===== src/hw/rtl/first_fit_free_list_allocator_core_defines.svh =====
// Assertion macros for the first-fit free-list allocator core.
`ifndef FIRST_FIT_FREE_LIST_ALLOCATOR_CORE_DEFINES_SVH
`define FIRST_FIT_FREE_LIST_ALLOCATOR_CORE_DEFINES_SVH

// Same-cycle implication, disabled while in reset.
`define FFA_ASSERT_IMP(label, ante, cons) \
  label: assert property (@(posedge clk) disable iff (rst) (ante) |-> (cons)) \
    else $error("ffa assertion failed");

// Next-cycle implication, disabled while in reset.
`define FFA_ASSERT_NEXT(label, ante, cons) \
  label: assert property (@(posedge clk) disable iff (rst) (ante) |=> (cons)) \
    else $error("ffa assertion failed");

`endif


===== src/hw/rtl/ffa_pkg.sv =====
// Shared types and codes for the first-fit free-list allocator.
`default_nettype none

package ffa_pkg;

  localparam logic REQ_INSERT = 1'b0;
  localparam logic REQ_ALLOC  = 1'b1;

  localparam logic [1:0] ST_OK    = 2'd0;
  localparam logic [1:0] ST_NOFIT = 2'd1;
  localparam logic [1:0] ST_FULL  = 2'd2;

  typedef struct packed {
    logic        alloc;
    logic [15:0] start;
    logic [15:0] amount;
  } req_t;

  typedef struct packed {
    logic [1:0]  status;
    logic [15:0] granted;
    logic [4:0]  free_count;
  } res_t;

endpackage

`default_nettype wire


===== src/hw/rtl/first_fit_free_list_allocator_core.sv =====
// Each request is taken from the queue with its match registered; the block table is then
// updated when its result is registered. No new request is taken from the queue until
// the current one's result is registered, as both steps share the block table.
// A two-entry request queue keeps accepting, until it is full, while a result waits on the output.
// Reset (synchronous): clears the valid marks, the block count and the queue.
`default_nettype none
`include "first_fit_free_list_allocator_core_defines.svh"

module first_fit_free_list_allocator_core #(
  parameter int ENTRIES   = 16,
  parameter int ADDR_BITS = 16
) (
  input  wire logic        clk,
  input  wire logic        rst,
  input  wire logic        s_axis_tvalid,
  output logic             s_axis_tready,
  input  wire logic [31:0] s_axis_tdata,   // block_start[15:0], amount[31:16]
  input  wire logic [0:0]  s_axis_tuser,   // req_type[0]
  output logic             m_axis_tvalid,
  input  wire logic        m_axis_tready,
  output logic [23:0]      m_axis_tdata,   // granted_start[15:0], free_count[20:16], zero
  output logic [1:0]       m_axis_tuser    // status[1:0]
);

  localparam logic [4:0] FULL_COUNT = 5'(ENTRIES);

  logic          q_valid;
  logic          q_pop;
  ffa_pkg::req_t q_req;
  ffa_pkg::res_t res;

  ffa_front #(
    .ADDR_BITS (ADDR_BITS)
  ) u_front (
    .clk           (clk),
    .rst           (rst),
    .s_axis_tvalid (s_axis_tvalid),
    .s_axis_tready (s_axis_tready),
    .s_axis_tdata  (s_axis_tdata),
    .s_axis_tuser  (s_axis_tuser),
    .q_valid       (q_valid),
    .q_req         (q_req),
    .q_pop         (q_pop)
  );

  ffa_back #(
    .ENTRIES   (ENTRIES),
    .ADDR_BITS (ADDR_BITS)
  ) u_back (
    .clk       (clk),
    .rst       (rst),
    .q_valid   (q_valid),
    .q_req     (q_req),
    .q_pop     (q_pop),
    .out_valid (m_axis_tvalid),
    .out_ready (m_axis_tready),
    .out_res   (res)
  );

  assign m_axis_tdata = {3'd0, res.free_count, res.granted};
  assign m_axis_tuser = res.status;

  `FFA_ASSERT_IMP(a_full_count, m_axis_tvalid && (res.status == ffa_pkg::ST_FULL), res.free_count == FULL_COUNT)
  `FFA_ASSERT_IMP(a_fail_no_grant, m_axis_tvalid && (res.status != ffa_pkg::ST_OK), res.granted == 16'd0)
  `FFA_ASSERT_IMP(a_pop_needs_req, q_pop, q_valid)
  `FFA_ASSERT_NEXT(a_nofit_keeps, q_pop && !q_valid, 1'b0)

endmodule

`default_nettype wire


===== src/hw/rtl/ffa_front.sv =====
// Request intake: accept, mask and classify items into a two-entry queue.
`default_nettype none

module ffa_front #(
  parameter int ADDR_BITS = 16
) (
  input  wire logic          clk,
  input  wire logic          rst,
  input  wire logic          s_axis_tvalid,
  output logic               s_axis_tready,
  input  wire logic [31:0]   s_axis_tdata,   // block_start[15:0], amount[31:16]
  input  wire logic [0:0]    s_axis_tuser,   // req_type[0]
  output logic               q_valid,
  output ffa_pkg::req_t      q_req,
  input  wire logic          q_pop
);

  localparam logic [15:0] FIELD_MASK =
    (ADDR_BITS >= 16) ? 16'hFFFF : 16'((33'd1 << ADDR_BITS) - 33'd1);

  ffa_pkg::req_t slot [2];
  ffa_pkg::req_t in_req;
  logic          wr_ptr;
  logic          rd_ptr;
  logic [1:0]    cnt;
  logic [1:0]    cnt_next;
  logic          push;

  always_comb begin
    in_req.alloc  = (s_axis_tuser[0] == ffa_pkg::REQ_ALLOC);
    in_req.start  = s_axis_tdata[15:0] & FIELD_MASK;
    in_req.amount = s_axis_tdata[31:16] & FIELD_MASK;
  end

  assign s_axis_tready = (cnt != 2'd2);
  assign push          = s_axis_tvalid && s_axis_tready;
  assign q_valid       = (cnt != 2'd0);
  assign q_req         = slot[rd_ptr];

  always_comb begin
    cnt_next = cnt;
    if (push && !q_pop) begin
      cnt_next = cnt + 2'd1;
    end else if (!push && q_pop) begin
      cnt_next = cnt - 2'd1;
    end
  end

  always_ff @(posedge clk) begin
    if (rst) begin
      wr_ptr <= 1'b0;
      rd_ptr <= 1'b0;
      cnt    <= 2'd0;
    end else begin
      cnt <= cnt_next;
      if (push) begin
        wr_ptr <= ~wr_ptr;
      end
      if (q_pop) begin
        rd_ptr <= ~rd_ptr;
      end
    end
  end

  always_ff @(posedge clk) begin
    if (push) begin
      slot[wr_ptr] <= in_req;
    end
  end

endmodule

`default_nettype wire


===== src/hw/rtl/ffa_back.sv =====
// Block table and request execution: match, then insert or remove.
`default_nettype none

module ffa_back #(
  parameter int ENTRIES   = 16,
  parameter int ADDR_BITS = 16
) (
  input  wire logic          clk,
  input  wire logic          rst,
  input  wire logic          q_valid,
  input  wire ffa_pkg::req_t q_req,
  output logic               q_pop,
  output logic               out_valid,
  input  wire logic          out_ready,
  output ffa_pkg::res_t      out_res
);

  localparam int W  = (ADDR_BITS < 16) ? ADDR_BITS : 16;
  localparam int CW = $clog2(ENTRIES + 1);

  logic [W-1:0]       start_q [ENTRIES];
  logic [W-1:0]       size_q  [ENTRIES];
  logic [ENTRIES-1:0] valid_q;
  logic [CW-1:0]      count;
  logic               exec;
  ffa_pkg::req_t      cur;
  logic [ENTRIES-1:0] match;

  logic               fire;
  logic               full;
  logic               hit;
  logic [ENTRIES-1:0] first;
  logic [ENTRIES-1:0] below;
  logic [W-1:0]       granted;
  logic [CW-1:0]      count_next;
  logic [CW+4:0]      count_wide;
  logic               do_insert;
  logic               do_remove;
  logic [1:0]         status;
  logic [15:0]        granted_ext;

  assign q_pop = q_valid && !exec;
  assign fire  = exec && (!out_valid || out_ready);
  assign full  = (count == CW'(ENTRIES));
  assign hit   = |match;
  assign first = match & (~match + ENTRIES'(1));
  assign below = first - ENTRIES'(1);

  always_comb begin
    granted = '0;
    for (int i = 0; i < ENTRIES; i++) begin
      if (first[i]) begin
        granted = granted | start_q[i];
      end
    end
  end

  always_comb begin
    do_insert   = 1'b0;
    do_remove   = 1'b0;
    status      = ffa_pkg::ST_OK;
    granted_ext = 16'd0;
    count_next  = count;
    if (cur.alloc == ffa_pkg::REQ_ALLOC) begin
      if (hit) begin
        do_remove   = 1'b1;
        granted_ext = 16'(granted);
        count_next  = count - CW'(1);
      end else begin
        status = ffa_pkg::ST_NOFIT;
      end
    end else begin
      if (full) begin
        status = ffa_pkg::ST_FULL;
      end else begin
        do_insert  = 1'b1;
        count_next = count + CW'(1);
      end
    end
  end

  assign count_wide = {5'd0, count_next};

  always_ff @(posedge clk) begin
    if (rst) begin
      exec      <= 1'b0;
      out_valid <= 1'b0;
      count     <= '0;
      valid_q   <= '0;
    end else begin
      if (q_pop) begin
        exec <= 1'b1;
      end else if (fire) begin
        exec <= 1'b0;
      end
      if (fire) begin
        out_valid <= 1'b1;
        count     <= count_next;
        if (do_insert) begin
          valid_q <= {valid_q[ENTRIES-2:0], 1'b1};
        end else if (do_remove) begin
          for (int i = 0; i < ENTRIES - 1; i++) begin
            if (!below[i]) begin
              valid_q[i] <= valid_q[i+1];
            end
          end
          valid_q[ENTRIES-1] <= 1'b0;
        end
      end else if (out_ready) begin
        out_valid <= 1'b0;
      end
    end
  end

  always_ff @(posedge clk) begin
    if (q_pop) begin
      cur <= q_req;
      for (int i = 0; i < ENTRIES; i++) begin
        match[i] <= valid_q[i] && (size_q[i] >= q_req.amount[W-1:0]);
      end
    end
    if (fire) begin
      out_res.status     <= status;
      out_res.granted    <= granted_ext;
      out_res.free_count <= count_wide[4:0];
      if (do_insert) begin
        start_q[0] <= cur.start[W-1:0];
        size_q[0]  <= cur.amount[W-1:0];
        for (int i = 1; i < ENTRIES; i++) begin
          start_q[i] <= start_q[i-1];
          size_q[i]  <= size_q[i-1];
        end
      end else if (do_remove) begin
        for (int i = 0; i < ENTRIES - 1; i++) begin
          if (!below[i]) begin
            start_q[i] <= start_q[i+1];
            size_q[i]  <= size_q[i+1];
          end
        end
      end
    end
  end

endmodule

`default_nettype wire

===== config.mk =====
export PLATFORM = sky130hd
export DESIGN_NAME = first_fit_free_list_allocator_core
export DESIGN_NICKNAME = d
export VERILOG_FILES = /design/src/hw/rtl/ffa_pkg.sv /design/src/hw/rtl/first_fit_free_list_allocator_core.sv /design/src/hw/rtl/ffa_front.sv /design/src/hw/rtl/ffa_back.sv
export VERILOG_INCLUDE_DIRS = /design/src /design/src/hw/rtl
export SDC_FILE = /design/constraint.sdc
export NUM_CORES = 1
export LEC_CHECK = 0
export ABC_CLOCK_PERIOD_IN_PS = 3700
export BUFFER_PORTS_ARGS = -buffer_cell sky130_fd_sc_hd__buf_2
export CAP_MARGIN = 20
export CORE_ASPECT_RATIO = 1.5
export CORE_MARGIN = 8
export CORE_UTILIZATION = 45
export CTS_CLUSTER_DIAMETER = 30
export CTS_CLUSTER_SIZE = 16
export DETAILED_ROUTE_END_ITERATION = 8
export GPL_TIMING_DRIVEN = 0
export SLEW_MARGIN = 20
export SYNTH_ARGS = -nofsm -noshare
export SYNTH_HDL_FRONTEND = slang
export SYNTH_SLANG_ARGS = --single-unit

===== constraint.sdc =====
create_clock -name clk -period 3.7 [get_ports clk]
set_input_delay 0.555 -clock clk [delete_from_list [all_inputs] [get_ports clk]]
set_output_delay 0.555 -clock clk [all_outputs]
set_load 0.005 [all_outputs]

### Word-level counts from Yosys, hierarchy flattened

Memory sizes are Yosys's and may differ from the RTL's. A register that Yosys moved wholly into a read port is not among the register bits.
Cells that the tools add are included.

| cells by class | value |
|---|---|
| bitwise operators | 49 |
| shift-type cells | 0 |
| muxes and demuxes | 161 |
| multipliers | 0 |
| div/mod/pow operators | 0 |
| eq/ne operators | 17 |
| add/subtract/negate cells | 6 |
| order comparisons | 16 |
| reductions and logical operators | 49 |

Operators by type and width:

| cell | number |
|---|---|
| $mux W16 | 48 |
| $ge A16 B16 Y1 | 16 |
| $or A16 B16 Y16 | 15 |
| $mux W1 | 106 |
| $reduce_and A3 Y1 | 15 |
| $ne A2 B2 Y1 const B | 16 |
| $or A1 B1 Y1 | 30 |
| $logic_and A1 B1 Y1 | 21 |
| $add A16 B1 Y16 const B | 1 |
| $and A16 B16 Y16 | 1 |
| $not A16 Y16 | 1 |
| $reduce_or A16 Y1 | 1 |
| $mux W5 | 3 |
| $sub A15 B1 Y15 const B | 1 |
| $reduce_bool A2 Y1 | 5 |
| $mux W2 | 4 |
| $add A5 B1 Y5 const B | 1 |
| $eq A5 B5 Y1 const B | 1 |
| $sub A5 B1 Y5 const B | 1 |
| $logic_not A1 Y1 | 4 |
| $reduce_and A2 Y1 | 2 |
| $add A2 B1 Y2 const B | 1 |
| $not A1 Y1 | 2 |
| $sub A2 B1 Y2 const B | 1 |
| $logic_or A1 B1 Y1 | 1 |

| word-level totals | value |
|---|---|
| memories | 3 |
| latch bits | 0 |
| output and inout bits | 28 |
| memory bits (read-only) | 0 |
| register bits | 99 |
| word-level logic and storage cells | 330 |
| input bits | 37 |
| RAM bits | 578 |

Memories:

| name | depth | width | read ports | clocked after memory_dff | wr ports | RTL line | RTL |
|---|---|---|---|---|---|---|---|
| u_back.size_q | 16 | 16 | 16 | 0 | 16 | ffa_back.sv:22 | `logic [W-1:0] size_q [ENTRIES];` |
| u_back.start_q | 16 | 16 | 16 | 0 | 16 | ffa_back.sv:21 | `logic [W-1:0] start_q [ENTRIES];` |
| u_front.slot | 2 | 33 | 1 | 1 | 1 | ffa_front.sv:21 | `ffa_pkg::req_t slot [2];` |

### Longest topological paths before layout

| logic depth | value |
|---|---|
| depth after elaboration | 34 |
| depth in mapped cells | 9 |
| mapped depth without buffers | 7 |

### Hierarchy

From an unflattened synthesis, not the netlist that was laid out.

| second synthesis, totals | value |
|---|---|
| cell total of the unflattened synthesis | 2766 |
| area, all modules | 34894.7 µm² |

By module, submodules not included:

| module | instances | cells each | area an instance (µm²) | seq. area each (µm²) |
|---|---|---|---|---|
| ffa_back | 1 | 2635 | 32260.9 | 17997.3 |
| ffa_front | 1 | 127 | 2607.5 | 2082.0 |
| first_fit_free_list_allocator_core | 1 | 4 | 26.3 | 0.0 |

### Least setup slack after synthesis

OpenSTA, ideal clock, no wires.

| timing | value |
|---|---|
| path type | input to register |
| from | input port m_axis_tready |
| to | register u_back.valid_q[7] |
| data arrival time | 3.679 ns |
| setup slack | -0.262 ns |
| required time | 3.417 ns |
| library setup time | 0.283 ns |
| path buffers | 1 |
| stages | 5 |
| cells stage by stage | nand2b_1 > buf_2 > nand3_1 > o21ai_0 > a311oi_1 |

| on the way | value |
|---|---|
| longest elaborated chain between the ends | 3 |

RTL lines:

| item | RTL line | RTL |
|---|---|---|
| start, declared | first_fit_free_list_allocator_core.sv:20 | `input wire logic m_axis_tready,` |
| $logic_or A1 B1 Y1 | ffa_back.sv:43 | `assign fire = exec && (!out_valid \|\| out_ready);` |
| $logic_and A1 B1 Y1 | ffa_back.sv:43 |  |
| $reduce_and A3 Y1 (no line) | n/a |  |
| end signal, assigned | ffa_back.sv:100 | `valid_q <= {valid_q[ENTRIES-2:0], 1'b1};` |
| end signal, assigned by index | ffa_back.sv:104 | `valid_q[i] <= valid_q[i+1];` |
| end, declared | ffa_back.sv:23 | `logic [ENTRIES-1:0] valid_q;` |

No other way between the ends.
A chain may end at the register's enable or synchronous reset.

==> implementation parameters <==
Parameter                              Value

Outcome
  Run status    finished clean

STA
  Final Max Slew Viols    0
  Least-Margin Pin Slew    between 0.9 and 1 ns
  Final setup TNS    0 ns
  Highest clock rate    between 200 and 300 MHz
  Tcrit/Tclk final    between 90% and 100%
  Final setup violation count    0
  Final hold violations    0
  Tightest slew margin relative to the limit    35.8%
  Unrepaired setup endpoints after global routing    no
  Final Worst Setup Slack    0.256 ns
  Min Tclk post-route    between 3 and 4 ns
  Largest clock skew in the final design    0.0277 ns

Final layout
  Antenna cells    0
  Synth-to-Final Area Change    18.8%
  Most common cell after layout, fill and taps aside    sky130_fd_sc_hd__edfxtp_1
  Final instance area    about 41,000 sq um
  Share of post-route cells with drive strength above 1    roughly a quarter
  Utilization of the core after routing    a little over half
  Layout fillers    6,503
  Net count, final    between 3,000 and 4,000
  Commonest non-fill, non-tap cells in the layout    sky130_fd_sc_hd__edfxtp_1 (650), sky130_fd_sc_hd__nand2_1 (569), sky130_fd_sc_hd__mux2_2 (322)

Clock network
  CTS sink cnt    678
  Root cell of the clock tree    sky130_fd_sc_hd__clkbuf_16
  Number of buffers between clock root and the deepest sink    3
  CTS tree    done
  H-tree levels    3
  Hold-fix buffers, CTS    0
  Clock transition at the registers of the reported paths    approximately 0.060 ns
  Clock latency of the later-clocked register in the worst-skew pair    between 0.6 and 0.7 ns
  Number of buffers added by the clock tree synthesis step    116

Global route
  Vias in the first global route    25,239
  Antenna violations before repair    1
  Wire length of the first global-routing pass    around 150,000 um
  Pin count of the biggest net entering global routing    42
  Global-route usage over all layers    between 20% and 30%
  Total congestion overflow after global routing    0

Detailed routing
  Detailed route wirelength on metal3    3710 um
  Number of iterations in the first detailed-routing pass    7
  Drt drc    0
  DR WL/cell    between 20 and 25 um
  Wire length reported by the detailed router    roughly 96,000 um
  Length of routed wiring on met1    34,500 um
  Number of routed nets with antenna violations    0
  Number of DRC markers after the initial detailed-route iteration    about 1,600
  Average vias per placed instance    5.74
  WL met2    between 50,000 and 60,000 um
  Vias    between 20,000 and 25,000
  Highest routing layer actually used    met4

Place
  Number of buffers inserted by port buffering    60
  Final GP Congestion    just under 0.9
  Instance area at placement    roughly 37,000 sq um
  DP Worst Slack    -0.402 ns
  Post-DP HPWL    73,000 um

Yosys
  Post-synthesis async set-or-reset flop share    0%
  Synthesis-stage register bit count    between 600 and 700
  Mapped Cells    ~2,800
  Synth warn    0
  Cell area after synthesis    about 35,000 sq um
  Yosys top cell area share    between 50% and 60%
  Number of unique standard cell types used by synthesis    75
  EDFF count, synth    between 600 and 700
  Average cell area after synthesis    approximately 13 sq um
  Predominant post-synthesis flop cell    sky130_fd_sc_hd__edfxtp_1
  Top post-synthesis cells by area    sky130_fd_sc_hd__edfxtp_1 (56%), sky130_fd_sc_hd__mux2_2 (10%), sky130_fd_sc_hd__ha_1 (9.3%)
  Register area share after synthesis    between 50% and 60%
  Cell accounting for the most synthesized area    sky130_fd_sc_hd__edfxtp_1

Worst setup path
  Worst path max stage delay    0.52 ns
  Data required time of the critical path    4.12 ns
  Capturing element type of the critical path    flop
  Buffering stage count on the worst path with inverters included    4
  Crit path kind    reg -> reg
  Worst-path maximum fanout    17
  Top Family by Delay on Critical Path    buffers and inverters
  Launching element of the worst setup path    u_back.count[0]
  Kind of launch point of the worst setup path    flop
  Library cell contributing the largest single delay on the critical path    sky130_fd_sc_hd__clkbuf_1
  Worst R2R Start    u_back.count[0]
  Arrival time at the worst endpoint    3.86 ns
  CP Cell Sequence    inv_1, ha_1, nand4bb_1, nand4_1, clkbuf_2, clkbuf_1, nand2_2, buf_16

Floorplanning
  Area of the die    86,900 sq um
  DIE HEIGHT    around 360 um
  Number of core rows    between 100 and 150
  Number of placed I/O pins    65
  Core area    between 70,000 and 80,000 sq um
  Die Wd    243 um
  Initial core utilization    between 40% and 50%

Power
  Leakage power summed over all cells    roughly 16 nW
  Peak supply drop    between 0.4 and 0.5 mV
  Power Density    between 900 and 1000 nW/um^2

Run
  Max-cap violations    0

Hold path
  Worst min-delay path class    in -> reg
  Hold_sp    s_axis_tdata[26]
[stage by stage]
stage / std cells / power, mW / hold WS, ns
3_5_place_dp: 3864 / 28.6 / 0.475
5_1_grt: 4086 / 41.9 / 0.0470
4_1_cts: 4086 / 40.0 / 0.0238
2_1_floorplan: 2763 / 23.1 / 0.450
3_3_place_gp: 3839 / 27.2 / 0.469
6_report: 4086 / 39.7 / 0.0661
[area by class of cell]
class	count	area, sq um	area share, %
clock buffer	131	3060	7.39
timing repair buffer	87	876	2.11
sequential	678	20100	48.4
buffer	129	627	1.51
tap	1016	1270	3.07
multi-input combinational	1897	14200	34.4
clock inverter	89	1070	2.58
inverter	59	225	0.543
[synth_stat cells (3+ instances only)]
cell type / count
sky130_fd_sc_hd__o21ai_0: 139
sky130_fd_sc_hd__a2111o_1: 16
sky130_fd_sc_hd__nand2b_1: 21
sky130_fd_sc_hd__nor2_1: 43
sky130_fd_sc_hd__inv_1: 57
sky130_fd_sc_hd__a22oi_1: 65
sky130_fd_sc_hd__buf_1: 6
sky130_fd_sc_hd__a311oi_1: 13
sky130_fd_sc_hd__or3_1: 5
sky130_fd_sc_hd__nor3_1: 5
sky130_fd_sc_hd__a31oi_1: 36
sky130_fd_sc_hd__a222oi_1: 16
sky130_fd_sc_hd__buf_4: 13
sky130_fd_sc_hd__a21o_1: 48
sky130_fd_sc_hd__nand2_1: 577
sky130_fd_sc_hd__clkbuf_1: 66
sky130_fd_sc_hd__a32oi_1: 16
sky130_fd_sc_hd__a21oi_1: 77
sky130_fd_sc_hd__xor2_1: 3
sky130_fd_sc_hd__a22o_1: 18
sky130_fd_sc_hd__or4_1: 3
sky130_fd_sc_hd__edfxtp_1: 650
sky130_fd_sc_hd__nand4_1: 20
sky130_fd_sc_hd__mux2_1: 6
sky130_fd_sc_hd__o211ai_1: 18
sky130_fd_sc_hd__o21a_1: 17
sky130_fd_sc_hd__nor2b_1: 34
sky130_fd_sc_hd__a211oi_1: 17
sky130_fd_sc_hd__buf_2: 39
sky130_fd_sc_hd__ha_1: 259
sky130_fd_sc_hd__dfxtp_1: 28
sky130_fd_sc_hd__mux2_2: 322
sky130_fd_sc_hd__nand3_1: 38
sky130_fd_sc_hd__mux2i_1: 15
sky130_fd_sc_hd__buf_6: 5
sky130_fd_sc_hd__and3_1: 4
[worst reg2reg max path, delay by kind of cell, from the launching register on]
kind	cells	cell delay [ns]
adders and majority gates	1	0.26
buffers and inverters	4	1.35
DFF	1	0.40
and+or+nand+nor	3	1.16
[routing by layer]
metal | vias to the layer above | GRT usage, %
li1 | 10901 | -
met1 | 11542 | 22.8
met2 | 707 | 41.3
met3 | 285 | 2.73
met4 | 0 | 12.1
met5 | - | 0
[sequential cells by signal, indices dropped and copies added (netlist names), named ones only]
register,flops
u_back.size_q,256
u_back.start_q,256
u_front.slot,66
u_back.cur,33
u_back.out_res,23
u_back.match,16
u_back.valid_q,16
u_back.count,5
u_front.cnt,2
u_back.exec,1
u_back.out_valid,1
u_front.rd_ptr,1
u_front.wr_ptr,1
[power breakdown]
part,switching (mW),leakage (nW),total (mW),internal [mW]
clock network,3.95,1.98,11.3,7.31
logic,7.70,7.49,13.1,5.38
registers,2.45,6.27,15.4,12.9
total,14.1,15.7,39.7,25.6
[kinds of logic after synthesis]
family	Yosys count	share of synthesized area, %
mux	343	11.0
simple gates	777	9.66
buf+inv	188	2.41
other cells	1	0.0108
flops	678	57.6
compound gates	510	9.93
xor+xnor	5	0.126
fa+ha+maj	259	9.29
[timing repair]
action,4_1_cts,5_1_grt
buffers inserted,2,0
resized for setup,1,0
hold endpoints to repair,0,0
setup endpoints to repair,161,0
[worst paths after layout]
kind,cells past startpoint,slack (ns),to
setup / recovery,8,0.26,u_back.size_q[1][73]
hold / removal,1,0.07,u_front.slot[0][10]
setup reg to reg,8,0.26,u_back.size_q[1][73]
hold reg to reg,0,0.49,u_back.size_q[1][117]
(Power assumes the default switching activity.)
